[config.mk]
export PLATFORM = sky130hd
export DESIGN_NAME = vlan_tag_count_rewriter
export DESIGN_NICKNAME = d
export VERILOG_FILES = /design/src/sv/vtcr_pkg.sv /design/src/sv/vtcr_frame_track.sv /design/src/sv/vlan_tag_count_rewriter.sv
export VERILOG_INCLUDE_DIRS = /design/src /design/src/sv
export SDC_FILE = /design/constraint.sdc
export NUM_CORES = 1
export LEC_CHECK = 0
export ABC_AREA = 1
export ABC_CLOCK_PERIOD_IN_PS = 3200
export BUFFER_PORTS_ARGS = -buffer_cell sky130_fd_sc_hd__clkbuf_2
export CAP_MARGIN = 20
export CORE_MARGIN = 2
export CORE_UTILIZATION = 42
export DETAILED_ROUTE_END_ITERATION = 12
export GPL_ROUTABILITY_DRIVEN = 0
export SYNTH_ARGS = -nofsm -noshare
export SYNTH_HDL_FRONTEND = slang
export SYNTH_SLANG_ARGS = --single-unit
[constraint.sdc]
create_clock -name clk_i -period 3.2 [get_ports clk_i]
set_input_delay 0.32 -clock clk_i [delete_from_list [all_inputs] [get_ports clk_i]]
set_output_delay 0.32 -clock clk_i [all_outputs]
set_load 0.05 [all_outputs]
[src/sv/vlan_tag_count_rewriter_assert.svh]
// assertion macros for the vlan tag count rewriter
// uses the clk_i and rst_ni ports of the module that includes it
`ifndef VLAN_TAG_COUNT_REWRITER_ASSERT_SVH
`define VLAN_TAG_COUNT_REWRITER_ASSERT_SVH

`ifndef SYNTHESIS
`define VTCR_ASSERT(lbl, prop) \
  lbl: assert property (@(posedge clk_i) disable iff (!rst_ni) (prop)) \
    else $error("vtcr assertion failed");
`define VTCR_NEVER(lbl, expr) \
  lbl: assert property (@(posedge clk_i) disable iff (!rst_ni) !(expr)) \
    else $error("vtcr forbidden condition");
`else
`define VTCR_ASSERT(lbl, prop)
`define VTCR_NEVER(lbl, expr)
`endif

`endif

[src/sv/vtcr_pkg.sv]
// shared types and constants for the vlan tag count rewriter
// no dependencies
package vtcr_pkg;

  localparam int unsigned PosW = 5;
  localparam logic [PosW-1:0] MacBytes = 5'd12;
  localparam logic [PosW-1:0] PosMax = 5'd31;
  localparam logic [PosW-1:0] OuterCtlHi = 5'd14;
  localparam logic [PosW-1:0] OuterCtlLo = 5'd15;
  localparam logic [PosW-1:0] InnerCtlHi = 5'd18;
  localparam logic [PosW-1:0] InnerCtlLo = 5'd19;
  localparam logic [7:0] TpidHi = 8'h81;
  localparam logic [7:0] TpidLo = 8'h00;
  localparam logic [3:0] TagSeqMax = 4'd12;

  // how one accepted byte is handled
  typedef struct packed {
    logic       drop;     // byte gives no result
    logic       err;      // frame ended before the end of its source tags
    logic [3:0] ins_cnt;  // tag bytes sent ahead of this byte
  } byte_cls_t;

  // byte number idx of the inserted tag sequence
  function automatic logic [7:0] tag_byte(input logic [3:0] idx, input logic [31:0] kept);
    logic [1:0] sel;
    logic [7:0] res;
    sel = {idx[2], idx[0]};
    res = 8'h00;
    case (idx[1:0])
      2'd0: res = TpidHi;
      2'd1: res = TpidLo;
      default: res = idx[3] ? 8'h00 : kept[{sel, 3'b000} +: 8];
    endcase
    return res;
  endfunction

endpackage

[src/sv/vtcr_frame_track.sv]
// frame tracker: byte position, sampled formats, kept tag control words
// and the per-byte classification; depends on vtcr_pkg
module vtcr_frame_track (
  input  logic               clk_i,
  input  logic               rst_ni,
  input  logic               acc_i,
  input  logic [7:0]         data_byte_i,
  input  logic               last_byte_i,
  input  logic [1:0]         source_format_i,
  input  logic [1:0]         target_format_i,
  output vtcr_pkg::byte_cls_t cls_o,
  output logic [31:0]        kept_o
);
  import vtcr_pkg::*;

  logic [PosW-1:0] pos_q, pos_d;
  logic [1:0]      src_q, src_d, tgt_q, tgt_d;
  logic [31:0]     kept_q, kept_d;
  logic [1:0]      src, tgt;
  logic [PosW-1:0] tag_end;
  logic            first;

  assign first   = (pos_q == '0);
  assign src     = first ? source_format_i : src_q;
  assign tgt     = first ? target_format_i : tgt_q;
  assign tag_end = MacBytes + {1'b0, src, 2'b00};

  always_comb begin
    cls_o = '0;
    if (src != tgt) begin
      if (pos_q < tag_end) begin
        if (last_byte_i) begin
          cls_o.err = 1'b1;
        end else if (pos_q >= MacBytes) begin
          cls_o.drop = 1'b1;
        end
      end else if (pos_q == tag_end) begin
        cls_o.ins_cnt = {tgt, 2'b00};
      end
    end
  end

  always_comb begin
    pos_d  = pos_q;
    src_d  = src_q;
    tgt_d  = tgt_q;
    kept_d = kept_q;
    if (acc_i) begin
      if (last_byte_i) begin
        pos_d = '0;
      end else if (pos_q != PosMax) begin
        pos_d = pos_q + 5'd1;
      end
      if (first) begin
        src_d  = source_format_i;
        tgt_d  = target_format_i;
        kept_d = '0;
      end
      // capture control words of the dropped outer and second tags
      if (cls_o.drop) begin
        if (pos_q == OuterCtlHi) begin
          kept_d[7:0] = data_byte_i;
        end else if (pos_q == OuterCtlLo) begin
          kept_d[15:8] = data_byte_i;
        end else if (src[1] && pos_q == InnerCtlHi) begin
          kept_d[23:16] = data_byte_i;
        end else if (src[1] && pos_q == InnerCtlLo) begin
          kept_d[31:24] = data_byte_i;
        end
      end
    end
  end

  always_ff @(posedge clk_i or negedge rst_ni) begin
    if (!rst_ni) begin
      pos_q  <= '0;
      src_q  <= '0;
      tgt_q  <= '0;
      kept_q <= '0;
    end else begin
      pos_q  <= pos_d;
      src_q  <= src_d;
      tgt_q  <= tgt_d;
      kept_q <= kept_d;
    end
  end

  assign kept_o = kept_q;

endmodule

[src/sv/vlan_tag_count_rewriter.sv]
// top level of the vlan tag count rewriter: byte stage and output register
// depends on vtcr_pkg, vtcr_frame_track and vlan_tag_count_rewriter_assert.svh
//
// Usage: frame bytes enter on the in_valid_i / in_ready_o channel, one byte
// per request, with last_byte_i on the final byte; source_format_i and
// target_format_i are sampled on the first byte of each frame. Rewritten
// bytes leave on out_valid_o / out_ready_i with out_last_o and error_o.
// An accepted byte is loaded into the byte stage and from there into the
// output register, where it can be taken. Dropped tag bytes give no output.
// Throughput is one byte per cycle while the receiver is ready; when the
// formats differ, the byte that follows the source tags holds the byte stage
// while the 4 * target_format new tag bytes are sent, so input is stalled
// then, once per frame. A frame with differing formats that ends before the
// end of its source tags gives one byte 0 with out_last_o and error_o set.
// Reset empties both stages, restarts frame tracking and clears the kept
// control words. When the receiver stalls, the output register holds and
// the byte stage takes one more request before in_ready_o drops.
`include "vlan_tag_count_rewriter_assert.svh"

module vlan_tag_count_rewriter (
  input  logic       clk_i,
  input  logic       rst_ni,
  input  logic       in_valid_i,
  output logic       in_ready_o,
  input  logic [7:0] data_byte_i,
  input  logic       last_byte_i,
  input  logic [1:0] source_format_i,
  input  logic [1:0] target_format_i,
  output logic       out_valid_o,
  input  logic       out_ready_i,
  output logic [7:0] out_byte_o,
  output logic       out_last_o,
  output logic       error_o
);
  import vtcr_pkg::*;

  byte_cls_t   cls;
  logic [31:0] kept;
  logic        acc, load, out_free, emit, fin;

  logic       st_valid_q, st_valid_d;
  logic [7:0] st_data_q, st_data_d;
  logic       st_last_q, st_last_d;
  logic       st_err_q, st_err_d;
  logic [3:0] st_left_q, st_left_d;
  logic [3:0] st_idx_q, st_idx_d;

  logic       out_valid_q, out_valid_d;
  logic [7:0] out_byte_q, out_byte_d;
  logic       out_last_q, out_last_d;
  logic       out_err_q, out_err_d;

  vtcr_frame_track u_track (
    .clk_i           (clk_i),
    .rst_ni          (rst_ni),
    .acc_i           (acc),
    .data_byte_i     (data_byte_i),
    .last_byte_i     (last_byte_i),
    .source_format_i (source_format_i),
    .target_format_i (target_format_i),
    .cls_o           (cls),
    .kept_o          (kept)
  );

  assign out_free   = !out_valid_q || out_ready_i;
  assign emit       = st_valid_q && out_free;
  assign fin        = emit && (st_left_q == '0);
  assign in_ready_o = !st_valid_q || fin;
  assign acc        = in_valid_i && in_ready_o;
  assign load       = acc && !cls.drop;

  // byte stage: sends pending tag bytes first, then the held byte
  always_comb begin
    st_valid_d = st_valid_q;
    st_data_d  = st_data_q;
    st_last_d  = st_last_q;
    st_err_d   = st_err_q;
    st_left_d  = st_left_q;
    st_idx_d   = st_idx_q;
    if (load) begin
      st_valid_d = 1'b1;
      st_data_d  = cls.err ? 8'h00 : data_byte_i;
      st_last_d  = cls.err | last_byte_i;
      st_err_d   = cls.err;
      st_left_d  = cls.ins_cnt;
      st_idx_d   = '0;
    end else if (fin) begin
      st_valid_d = 1'b0;
    end else if (emit) begin
      st_left_d = st_left_q - 4'd1;
      st_idx_d  = st_idx_q + 4'd1;
    end
  end

  always_comb begin
    out_valid_d = out_valid_q;
    out_byte_d  = out_byte_q;
    out_last_d  = out_last_q;
    out_err_d   = out_err_q;
    if (out_free) begin
      out_valid_d = st_valid_q;
      if (st_left_q != '0) begin
        out_byte_d = tag_byte(st_idx_q, kept);
        out_last_d = 1'b0;
        out_err_d  = 1'b0;
      end else begin
        out_byte_d = st_data_q;
        out_last_d = st_last_q;
        out_err_d  = st_err_q;
      end
    end
  end

  always_ff @(posedge clk_i or negedge rst_ni) begin
    if (!rst_ni) begin
      st_valid_q  <= 1'b0;
      st_left_q   <= '0;
      st_idx_q    <= '0;
      out_valid_q <= 1'b0;
    end else begin
      st_valid_q  <= st_valid_d;
      st_left_q   <= st_left_d;
      st_idx_q    <= st_idx_d;
      out_valid_q <= out_valid_d;
    end
  end

  always_ff @(posedge clk_i) begin
    st_data_q  <= st_data_d;
    st_last_q  <= st_last_d;
    st_err_q   <= st_err_d;
    out_byte_q <= out_byte_d;
    out_last_q <= out_last_d;
    out_err_q  <= out_err_d;
  end

  assign out_valid_o = out_valid_q;
  assign out_byte_o  = out_byte_q;
  assign out_last_o  = out_last_q;
  assign error_o     = out_err_q;

  `VTCR_NEVER(a_no_req_during_tags, (st_left_q != '0) && in_ready_o)
  `VTCR_ASSERT(a_err_ends_frame, out_valid_q && out_err_q |-> out_last_q)
  `VTCR_ASSERT(a_tag_seq_bound, st_valid_q |-> (5'(st_left_q) + 5'(st_idx_q)) <= 5'(TagSeqMax))
  `VTCR_NEVER(a_tags_need_stage, (st_left_q != '0) && !st_valid_q)

endmodule
==> summary.md, run 1 <==
| Metric | Value |
|---|---|
| Max IR drop VDD | 0.388 mV |
| Achievable Freq | 349 MHz |
| CTS tree | yes |
| Layout Cells excl Fill | 802 |
| N_diodes | 0 |
| Post-route DRC | 0 |
| Relative slew slack | 56.3% |
| Crit end category | register |
| Setup WS post-layout | 0.334 ns |
| WHS | ~0.25 ns |
| Chip Height | 106 um |
| WP data required | approximately 3.5 ns |
| All-Layer GR Usage | 21.3% |
| CP Capture Point | u_track.kept_o[0] |
| Boundary pin count | 29 |
| Largest net degree at the start of global routing | 43 |
| Antenna violations before repair | 0 |
| RR Endpoint | u_track.kept_o[0] |
| Num CTS Buffers | 9 |
| Unrepaired setup endpoints after global routing | false |
| Flop-to-flop setup slack | between 0.3 and 0.4 ns |
| Netlist cell types | 32 |
| Syn nets | between 600 and 700 |
| Worst R2R Start | u_track.pos_q[0] |
| Clock transition at the registers of the reported paths | 0.09 ns |
| DP HPWL | 7.94 mm |
| Tmin final | between 2 and 3 ns |
| Vias in the first global route | 3802 |
| Share of layout cells above drive strength 1 | 12.2% |
| Final hold vios | 0 |
| Number of synthesized flops with an enable pin | 20 |
| Max-cap violations | 0 |
| Async SR Flop Fraction | roughly 72% |
| Power Total | 4.64 mW |
| Pwr Density | approximately 900 nW/um^2 |
| Vias after detailed routing | 4057 |
| #FFs+latches synth | 71 |
| Fin util | 48.9% |
| Leak | 2.58 nW |
| Area after DPL | 4670 um^2 |
| GR Overflow Total | 0 |
| Skew final | 0.0115 ns |
| Post-Route WL | about 11 mm |
| Core ar. | 10200 um^2 |
| Clock Sinks | 71 |
| Mapped Area | 4390 um^2 |
| Port Buffers | 28 |
| Register area share after synthesis | 42.8% |
| Worst-path fanout max | 8 |
| Yosys warns | 0 |
| Setup TNS Final | 0 ns |
| Status | finished, final reports clean |
| Skew-Pair Late Insertion Delay | roughly 0.35 ns |
| Site Rows | 37 |
| Root buffer cell | clkbuf_8 |
| Pre-CTS setup slack | -0.0241 ns |
| Max Buffers Root-to-Sink | 2 |
| Worst min path class | in2reg |
| CP Class | reg2reg |
| Chip width | 106 um |
| 1st-pass router iterations | 5 |
| Layout area overhead | 14.0% |
| Critical path origin | u_track.pos_q[0] |
| Worst-Margin Slew | 0.654 ns |
| Final Slew Violations | 0 |
| Ys flop type | dfrtp_1 |
| Synthesized area per cell | about 7.0 um^2 |
| Period utilisation layout | about nine tenths |
| Nets | ~700 |
| Antenna Nets Post-Route | 0 |
| Initial Util | between 40% and 50% |
| Final setup fails | 0 |
| # H-tree levels | 3 |
| First-pass GRT wire length | 18.9 mm |
| Wire per inst | 14.1 um |
| Crit start category | register |
| Worst Path Arrival | 3.15 ns |
| Vias per cell | 5.06 |
| Die area | 11300 um^2 |
| R2r worst-path depth | 20 |
| Initial drt markers | 259 |
| Post-route design area | 5000 um^2 |
| Syn Inst Count | 627 |
| # placed instances | 781 |
[synth_stat cells, types with 5 or more instances]
cell type  number  area, um^2
a21oi_1        16        80.1
clkbuf_1       13        48.8
dfrtp_1        51        1280
edfxtp_1       20         601
ha_1           11         138
inv_1          67         251
nand2_1       254         953
nand2_2         5        31.3
nand3_1        49         245
nor2_1         49         184
o21ai_0        44         220
o21ai_1         7        35.0
[layout make-up]
cell class | count | area, um^2
fillers | 1028 | 5230
multi-input cells | 463 | 2160
flip-flops and latches | 71 | 1880
repair buffers | 44 | 287
inverters | 72 | 274
well taps | 136 | 170
clock buffers | 11 | 131
clock inverters | 5 | 98.8
[worst min path at each step]
stage / cells past startpoint / from / to / slack, ns
final: 1 / last_byte_i / st_last_q / 0.25
after global routing: 1 / last_byte_i / st_last_q / 0.23
after global placement: 2 / st_valid_q / out_valid_o / 0.45
after CTS: 1 / rst_ni / u_track.pos_q[3] / 0.20
after detailed placement: 2 / st_valid_q / out_valid_o / 0.46
after floorplan: 0 / rst_ni / out_valid_o / 0.02
[cells in the final DEF, fill, tap and decap left out, drive strengths merged, types with 11 or more instances in the layout]
cell    synthesis  layout
ha             11      11
a21oi          16      16
nor2           54      55
nand3          49      49
inv            70      69
o21ai          52      52
nand2         260     260
edfxtp         20      20
dfrtp          51      51
clkbuf         13      39
buf             9      15
[what timing repair did]
item	in CTS	in global routing
endpoints found under the hold margin	0	8
gates resized for setup	1	9
setup buffers	0	2
pin swaps	0	1
gates cloned	0	1
hold buffers	0	1
setup endpoints to repair	3	49
[critical path: stages, from the launching register on]
cell     delay (ns)
dfrtp_1        0.43
inv_2          0.10
ha_1           0.14
inv_1          0.06
nor2_4         0.14
nand3_1        0.14
nand2_1        0.13
inv_1          0.08
nor2_1         0.13
nor2_1         0.07
ha_1           0.27
nand2_1        0.06
inv_1          0.03
nand2_1        0.13
nand3_4        0.15
nor2_8         0.21
nand2_2        0.10
buf_4          0.18
nand2_1        0.06
nand3_1        0.08
nand2_1        0.09
[metal layers]
metal	GRT usage, %	vias up	part of all wire, %
li1	-	2045	-
met1	30.4	1859	46
met2	33.6	139	46
met3	2.88	14	6.8
met4	6.67	0	1.5
met5	0	-	0
[cell families (layout without fill, tap and decap cells)]
kind of cell             Yosys count  count (layout)  share of synthesized area [%]
AO/OA/AOI/OAI                     75              75                           8.96
XOR/XNOR                           4               4                          0.799
adder cells (fa/ha/maj)           11              11                           3.14
buffers and inverters             94             132                           8.93
flip-flops                        71              71                           42.8
AND/OR/NAND/NOR                  372             373                           35.4
[report_power, final]
part | leakage, nW | internal (mW) | total (mW) | switching [mW]
Combinational | 1.59 | 0.657 | 2.32 | 1.66
Sequential | 0.872 | 1.27 | 1.45 | 0.180
Clock | 0.115 | 0.515 | 0.866 | 0.351
Total | 2.58 | 2.44 | 4.64 | 2.19
[flip-flops by register name, summed over array words and instances, names as in the netlist]
signal and count:
u_track.kept_o 32, error_o 1, u_track.src_q 2, out_valid_o 1, st_err_q 1, st_valid_q 1
out_byte_o 8, st_left_q 4, st_data_q 8, u_track.tgt_q 2, st_last_q 1, out_last_o 1
st_idx_q 4, u_track.pos_q 5
Power figures use the tool's default switching activity.
==> run 2, diff against run 1 <==
--- a/config.mk
+++ b/config.mk
@@ -10,10 +10,11 @@
 export ABC_CLOCK_PERIOD_IN_PS = 3200
 export BUFFER_PORTS_ARGS = -buffer_cell sky130_fd_sc_hd__clkbuf_2
 export CAP_MARGIN = 20
-export CORE_MARGIN = 2
-export CORE_UTILIZATION = 42
+export CORE_MARGIN = 3
+export CORE_UTILIZATION = 30
 export DETAILED_ROUTE_END_ITERATION = 12
 export GPL_ROUTABILITY_DRIVEN = 0
 export SYNTH_ARGS = -nofsm -noshare
 export SYNTH_HDL_FRONTEND = slang
+export SYNTH_HIERARCHICAL = 1
 export SYNTH_SLANG_ARGS = --single-unit
==> summary.md, run 2 <==
| Metric | Value |
|---|---|
| Status | finished, final reports clean |
| Chip width | 133 um (+25%) |
| Clock Sinks | 71 (unchanged) |
| Boundary pin count | 29 (unchanged) |
| Achievable Freq | 324 MHz (-7.0%) |
| Vias per cell | 4.67 (-7.6%) |
| GR Overflow Total | 0 (unchanged) |
| Core ar. | 15500 um^2 (+51%) |
| Setup WS post-layout | 0.117 ns (-0.217 ns) |
| DP HPWL | 8.29 mm (+4.5%) |
| Root buffer cell | clkbuf_16 |
| Final Slew Violations | 0 (unchanged) |
| Crit end category | register |
| # H-tree levels | 3 (unchanged) |
| Number of synthesized flops with an enable pin | 20 (unchanged) |
| Initial drt markers | 276 (+6.6%) |
| Skew final | 0.00646 ns (-0.00503 ns) |
| Max FFs per register | 32 (unchanged) |
| Leading area contributor after synthesis | dfrtp_1 |
| CP max stage cell | dfrtp_1 |
| Post-Route WL | 12.2 mm (+8.0%) |
| Syn Inst Count | 701 (+12%) |
| Final hold vios | 0 (unchanged) |
| Post-route DRC | 0 (unchanged) |
| Max Buffers Root-to-Sink | 2 (unchanged) |
| CTS Hold Bufs | 0 (unchanged) |
| Worst-path fanout max | 8 (unchanged) |
| Most common cell after layout, fill and taps aside | nand2_1 |
| First-pass GRT wire length | 20.1 mm (+5.9%) |
| Register area share after synthesis | 38.9% (-3.9 points) |
| Layout area overhead | 15.4% |
| Max-cap violations | 0 (unchanged) |
| Most frequent cells in the layout | 257 x nand2_1, 75 x nor2_1, 62 x inv_1 |
| WP data required | 3.28 ns (-0.20 ns) |
| CTS tree | yes |
| Buf/Inv on CP | 6 (+1) |
| Synth top cells by count | 259 x nand2_1, 76 x nor2_1, 66 x inv_1 |
| Final setup fails | 0 (unchanged) |
| Relative slew slack | 35.8% (-21 points) |
| Top post-synthesis cells by area | dfrtp_1 26%, nand2_1 20%, edfxtp_1 12% |
| Cell mode on critical path | inv_2 |
| Power Total | 5.02 mW (+8.3%) |
| CP peak stage delay | 0.40 ns (-0.03 ns) |
| N_diodes | 0 (unchanged) |
| Chip Height | 133 um (+25%) |
| Netlist cell types | 38 (+19%) |
| Worst min path class | in2async |
| Max IR drop VDD | 0.362 mV (-6.7%) |
| Yosys warns | 6 (+6) |
| Synth top area share | 26.5% (-2.6 points) |
| 1st-pass router iterations | 6 (+1) |
| WHS | 0.0510 ns (-0.194 ns) |
| Site Rows | 45 (+22%) |
| Vias in the first global route | 3945 (+3.8%) |
| Largest net degree at the start of global routing | 41 (-4.7%) |
| Setup TNS Final | 0 ns (unchanged) |
| Synthesized area per cell | 6.88 um^2 (-1.7%) |
| All-Layer GR Usage | 13.9% (-7.3 points) |
| Die area | 17600 um^2 (+56%) |
| Cell family with most CP delay | compound AO/OA/AOI/OAI gates |
| Wire per inst | 12.9 um (-8.7%) |
| Fill cells | 1617 (+57%) |
| #FFs+latches synth | 71 (unchanged) |
| Async SR Flop Fraction | 71.8% (unchanged) |
| Cells along the critical path | inv_2 -> ha_4 -> inv_2 -> nor2_4 -> nand2_4 -> o21ai_4 -> inv_2 -> nor2_4 -> nor2_1 -> ha_1 -> a21oi_1 -> o21ai_2 -> a211oi_4 -> nand2_8 -> inv_8 -> clkinvlp_4 -> nand4_4 -> clkinv_4 |
| Count leader, synth | nand2_1 |
| Clock transition at the registers of the reported paths | 0.06 ns (-0.03 ns) |
| Worst-Margin Slew | 0.963 ns (+0.309 ns) |
| Pre-CTS setup slack | 0.0814 ns (+0.105 ns) |
| Vias after detailed routing | 4430 (+9.2%) |
| Port Buffers | 28 (unchanged) |
| Crit start category | register |
| Antenna violations before repair | 0 (unchanged) |
| Nets | 761 (+10%) |
| Leak | 2.70 nW (+5.0%) |
| Initial Util | 31.2% (-12 points) |
| Num CTS Buffers | 9 (unchanged) |
| Ys flop type | dfrtp_1 |
| CP Class | reg2reg |
| Worst Path Arrival | 3.16 ns (about the same) |
| Antenna Nets Post-Route | 0 (unchanged) |
| Period utilisation layout | 96.3% (+6.8 points) |
| Tmin final | 3.08 ns (+0.217 ns) |
| Skew-Pair Late Insertion Delay | 0.33 ns (-0.02 ns) |
| Mapped Area | 4820 um^2 (+10%) |
| Share of layout cells above drive strength 1 | 14.8% (+2.6 points) |
| Pwr Density | 902 nW/um^2 (-2.7%) |
[run 2: cell types whose count changed after synthesis, sizes merged, moves of 2 or more]
| cell | before | now |
|---|---|---|
| o22ai | 2 | 0 |
| o211ai | 4 | 0 |
| buf | 9 | 19 |
| nand2 | 260 | 274 |
| inv | 70 | 74 |
| nor2 | 54 | 79 |
| a21oi | 16 | 13 |
| o21ai | 52 | 67 |
| nand3 | 49 | 45 |
| nor3 | 4 | 13 |
| nand4 | 2 | 10 |
[run 2: what timing repair did]
action | 4_1_cts | 5_1_grt
setup buffers | 0 | 8
endpoints found under the setup margin | 0 | 51
gates resized for setup | 0 | 22
[run 2: power breakdown]
group          internal [mW]  switching [mW]
logic                  0.787            1.85
clock network          0.597           0.374
registers               1.24           0.171
total                   2.62            2.40
[run 2: cells by family (layout without fill, tap and decap cells)]
group | Yosys count | count (layout) | synth area share, %
flops | 71 | 71 | 38.9
buf+inv | 108 | 142 | 10.7
other cells | 1 | 2 | 0.0777
xor+xnor | 3 | 3 | 0.545
simple gates | 424 | 425 | 37.5
fa+ha+maj | 12 | 12 | 3.11
compound gates | 82 | 82 | 9.11
[run 2: routing by layer]
layer | wire length, um | track usage (%)
met1 | 5940 | 19.3
met4 | 91 | 3.52
met5 | 0 | 0
met2 | 5680 | 22.5
met3 | 534 | 2.62
[run 2: path summary, 6_finish.rpt]
check	from	slack, ns	to	depth (start not counted)
min reg2reg	u_track/tgt_q[1]	0.50	u_track/tgt_q[1]	2
min	rst_ni	0.05	st_idx_q[3]	1
max in group asynchronous	rst_ni	2.23	u_track/tgt_q[0]	3
min in group clk_i	data_byte_i[7]	0.32	st_data_q[7]	3
max	u_track/pos_q[0]	0.12	st_data_q[0]	18
max reg2reg	u_track/pos_q[0]	0.12	st_data_q[0]	18
[run 2: final cells by class]
class                   count  area [um^2]  share of cell area [%]
clock buffers              11          233                    4.18
clock inverters             5         50.0                   0.899
inverters                  75          305                    5.48
multi-input cells         524         2510                    45.2
flip-flops and latches     71         1880                    33.7
well taps                 211          264                    4.74
repair buffers             50          317                    5.69
repair inverters            1         6.26                   0.112
[run 2: stage by stage]
stage	cell area (um^2)	cells	utilization, %
floorplan	4830	702	-
global placement	5120	923	33.1
detailed placement	5120	923	33.1
CTS	5410	939	34.9
global route	5570	948	36.0
finish	5570	948	36.0
==> run 3, diff against run 2 <==
--- a/config.mk
+++ b/config.mk
@@ -14,6 +14,7 @@
 export CORE_UTILIZATION = 30
 export DETAILED_ROUTE_END_ITERATION = 12
 export GPL_ROUTABILITY_DRIVEN = 0
+export REMOVE_ABC_BUFFERS = 1
 export SYNTH_ARGS = -nofsm -noshare
 export SYNTH_HDL_FRONTEND = slang
 export SYNTH_HIERARCHICAL = 1
==> summary.md, run 3 (synthesis results as in run 2) <==
| Metric | Value |
|---|---|
| Root buffer cell | clkbuf_16 |
| Die area | 17600 um^2 (unchanged) |
| Max-cap violations | 0 (unchanged) |
| 1st-pass router iterations | 5 (-1) |
| Initial drt markers | 445 (+61%) |
| Antenna Nets Post-Route | 0 (unchanged) |
| Site Rows | 45 (unchanged) |
| Achievable Freq | 336 MHz (+3.7%) |
| Buf/Inv on CP | 7 (+1) |
| Clock transition at the registers of the reported paths | 0.06 ns (about the same) |
| Skew-Pair Late Insertion Delay | 0.33 ns (about the same) |
| Power Total | 5.09 mW (+1.5%) |
| Leak | 2.73 nW (+0.87%) |
| CP Capture Point | st_data_q[4] |
| N_diodes | 0 (unchanged) |
| Post-route DRC | 0 (unchanged) |
| Status | finished, final reports clean |
| Setup WS post-layout | 0.228 ns (+0.110 ns) |
| DP HPWL | 8.16 mm (-1.7%) |
| CTS tree | yes |
| Worst-path fanout max | 13 (+5) |
| Period utilisation layout | 92.9% (-3.4 points) |
| Skew final | 0.00376 ns (-0.00270 ns) |
| Post-route design area | 5570 um^2 (about the same) |
| Final setup fails | 0 (unchanged) |
| Num CTS Buffers | 9 (unchanged) |
| Crit start category | register |
| Critical path origin | u_track/pos_q[0] |
| GR Overflow Total | 0 (unchanged) |
| Fill cells | 1633 (+0.99%) |
| All-Layer GR Usage | 13.9% (-0.052 points) |
| Cell family with most CP delay | compound AO/OA/AOI/OAI gates |
| Footprint of the multi-input gates | 2470 um^2 (-1.6%) |
| Most common cell after layout, fill and taps aside | nand2_1 |
| Max FFs per register | 32 (unchanged) |
| Largest net degree at the start of global routing | 41 (unchanged) |
| # placed instances | 924 (+0.11%) |
| Worst min path class | in2reg |
| CP max stage cell | dfrtp_1 |
| Worst-Margin Slew | 0.902 ns (-0.0605 ns) |
| Register area | 1880 um^2 (unchanged) |
| Antenna violations before repair | 0 (unchanged) |
| Pwr Density | 915 nW/um^2 (+1.4%) |
| Relative slew slack | 39.8% (+4.0 points) |
| First-pass GRT wire length | 19.9 mm (-0.86%) |
| Clock Sinks | 71 (unchanged) |
| # H-tree levels | 3 (unchanged) |
| Max IR drop VDD | 0.350 mV (-3.4%) |
| Post-Route WL | 12.1 mm (-1.1%) |
| Core ar. | 15500 um^2 (unchanged) |
| Boundary pin count | 29 (unchanged) |
| Area after DPL | 5130 um^2 (+0.15%) |
| Vias per cell | 4.54 (-2.9%) |
| Tmin final | 2.97 ns (-0.110 ns) |
| CP Class | reg2reg |
| Final Slew Violations | 0 (unchanged) |
| Worst path depth | 18 (unchanged) |
| Layout Cells excl Fill | 945 (-0.32%) |
| Share of layout cells above drive strength 1 | 14.0% (-0.76 points) |
| Crit end category | register |
| Flop-to-flop setup slack | 0.23 ns (+0.11 ns) |
| Chip width | 133 um (unchanged) |
| Worst Path Arrival | 3.06 ns (-0.10 ns) |
| Final hold vios | 0 (unchanged) |
| Cells along the critical path | inv_2 -> ha_1 -> inv_1 -> nor2_4 -> nand2_4 -> o21ai_4 -> inv_2 -> nor2_2 -> ha_1 -> a21oi_1 -> o21ai_0 -> buf_4 -> a211oi_4 -> nand2_8 -> inv_8 -> inv_1 -> nand4_4 -> inv_8 |
| WP data required | 3.29 ns (about the same) |
| Max Buffers Root-to-Sink | 2 (unchanged) |
| Most frequent cells in the layout | 258 x nand2_1, 75 x nor2_1, 65 x inv_1 |
| R2r worst-path depth | 18 (unchanged) |
| Wire per inst | 12.8 um (-0.81%) |
| Vias after detailed routing | 4287 (-3.2%) |
| Layout area overhead | 15.5% (about the same) |
| Vias in the first global route | 3925 (-0.51%) |
| RR Endpoint | st_data_q[4] |
| Worst R2R Start | u_track/pos_q[0] |
| Port Buffers | 28 (unchanged) |
| Pre-CTS setup slack | 0.0810 ns (-0.000398 ns) |
| CP peak stage delay | 0.40 ns (about the same) |
| Nets | 758 (-0.39%) |
| Unrepaired setup endpoints after global routing | false |
| Initial Util | 31.2% (unchanged) |
| Chip Height | 133 um (unchanged) |
run 3: final cells by class:
type                    count  area share (%)
clock buffers               9            4.04
clock inverters             7            2.16
inverters                  75            5.41
multi-input cells         524            44.4
flip-flops and latches     71            33.7
well taps                 211            4.74
repair buffers             48            5.53
run 3: stage by stage:
stage | setup TNS, ns | hold WS [ns] | utilization, %
2_1_floorplan | -2.44 | 0.0244 | -
3_3_place_gp | 0 | 0.323 | 33.1
3_5_place_dp | 0 | 0.335 | 33.1
4_1_cts | 0 | 0.306 | 35.4
5_1_grt | 0 | 0.336 | 36.0
6_report | 0 | 0.315 | 36.0
run 3: timing repair:
item | 4_1_cts | 5_1_grt
hold buffers | 1 | 0
setup endpoints to repair | 0 | 48
gates resized for setup | 0 | 13
endpoints found under the hold margin | 18 | 0
setup buffers | 0 | 3
run 3: worst min path at each step:
stage                         from                 end  cells past startpoint
floorplan                   rst_ni         out_valid_o                      0
global route        data_byte_i[6]  u_track/kept_o[30]                      3
global placement            rst_ni  u_track/kept_o[19]                      1
detailed placement          rst_ni  u_track/kept_o[19]                      1
finish              data_byte_i[4]  u_track/kept_o[28]                      3
CTS                 data_byte_i[4]  u_track/kept_o[28]                      3
run 3: worst min-delay path: cells and delay by family:
family	cells	cell delay (ns)
simple gates	1	0.10
buf+inv	1	0.12
compound gates	1	0.07
run 3: per-layer routing:
layer,wire (um),track usage (%)
met1,5980,19.0
met2,5370,21.8
met3,550,2.47
met4,204,5.48
met5,0,0
run 3: power by group:
| part | internal, mW | switching (mW) | leakage, nW |
|---|---|---|---|
| registers | 1.24 | 0.162 | 0.881 |
| logic | 0.729 | 1.80 | 1.68 |
| clock network | 0.764 | 0.404 | 0.166 |
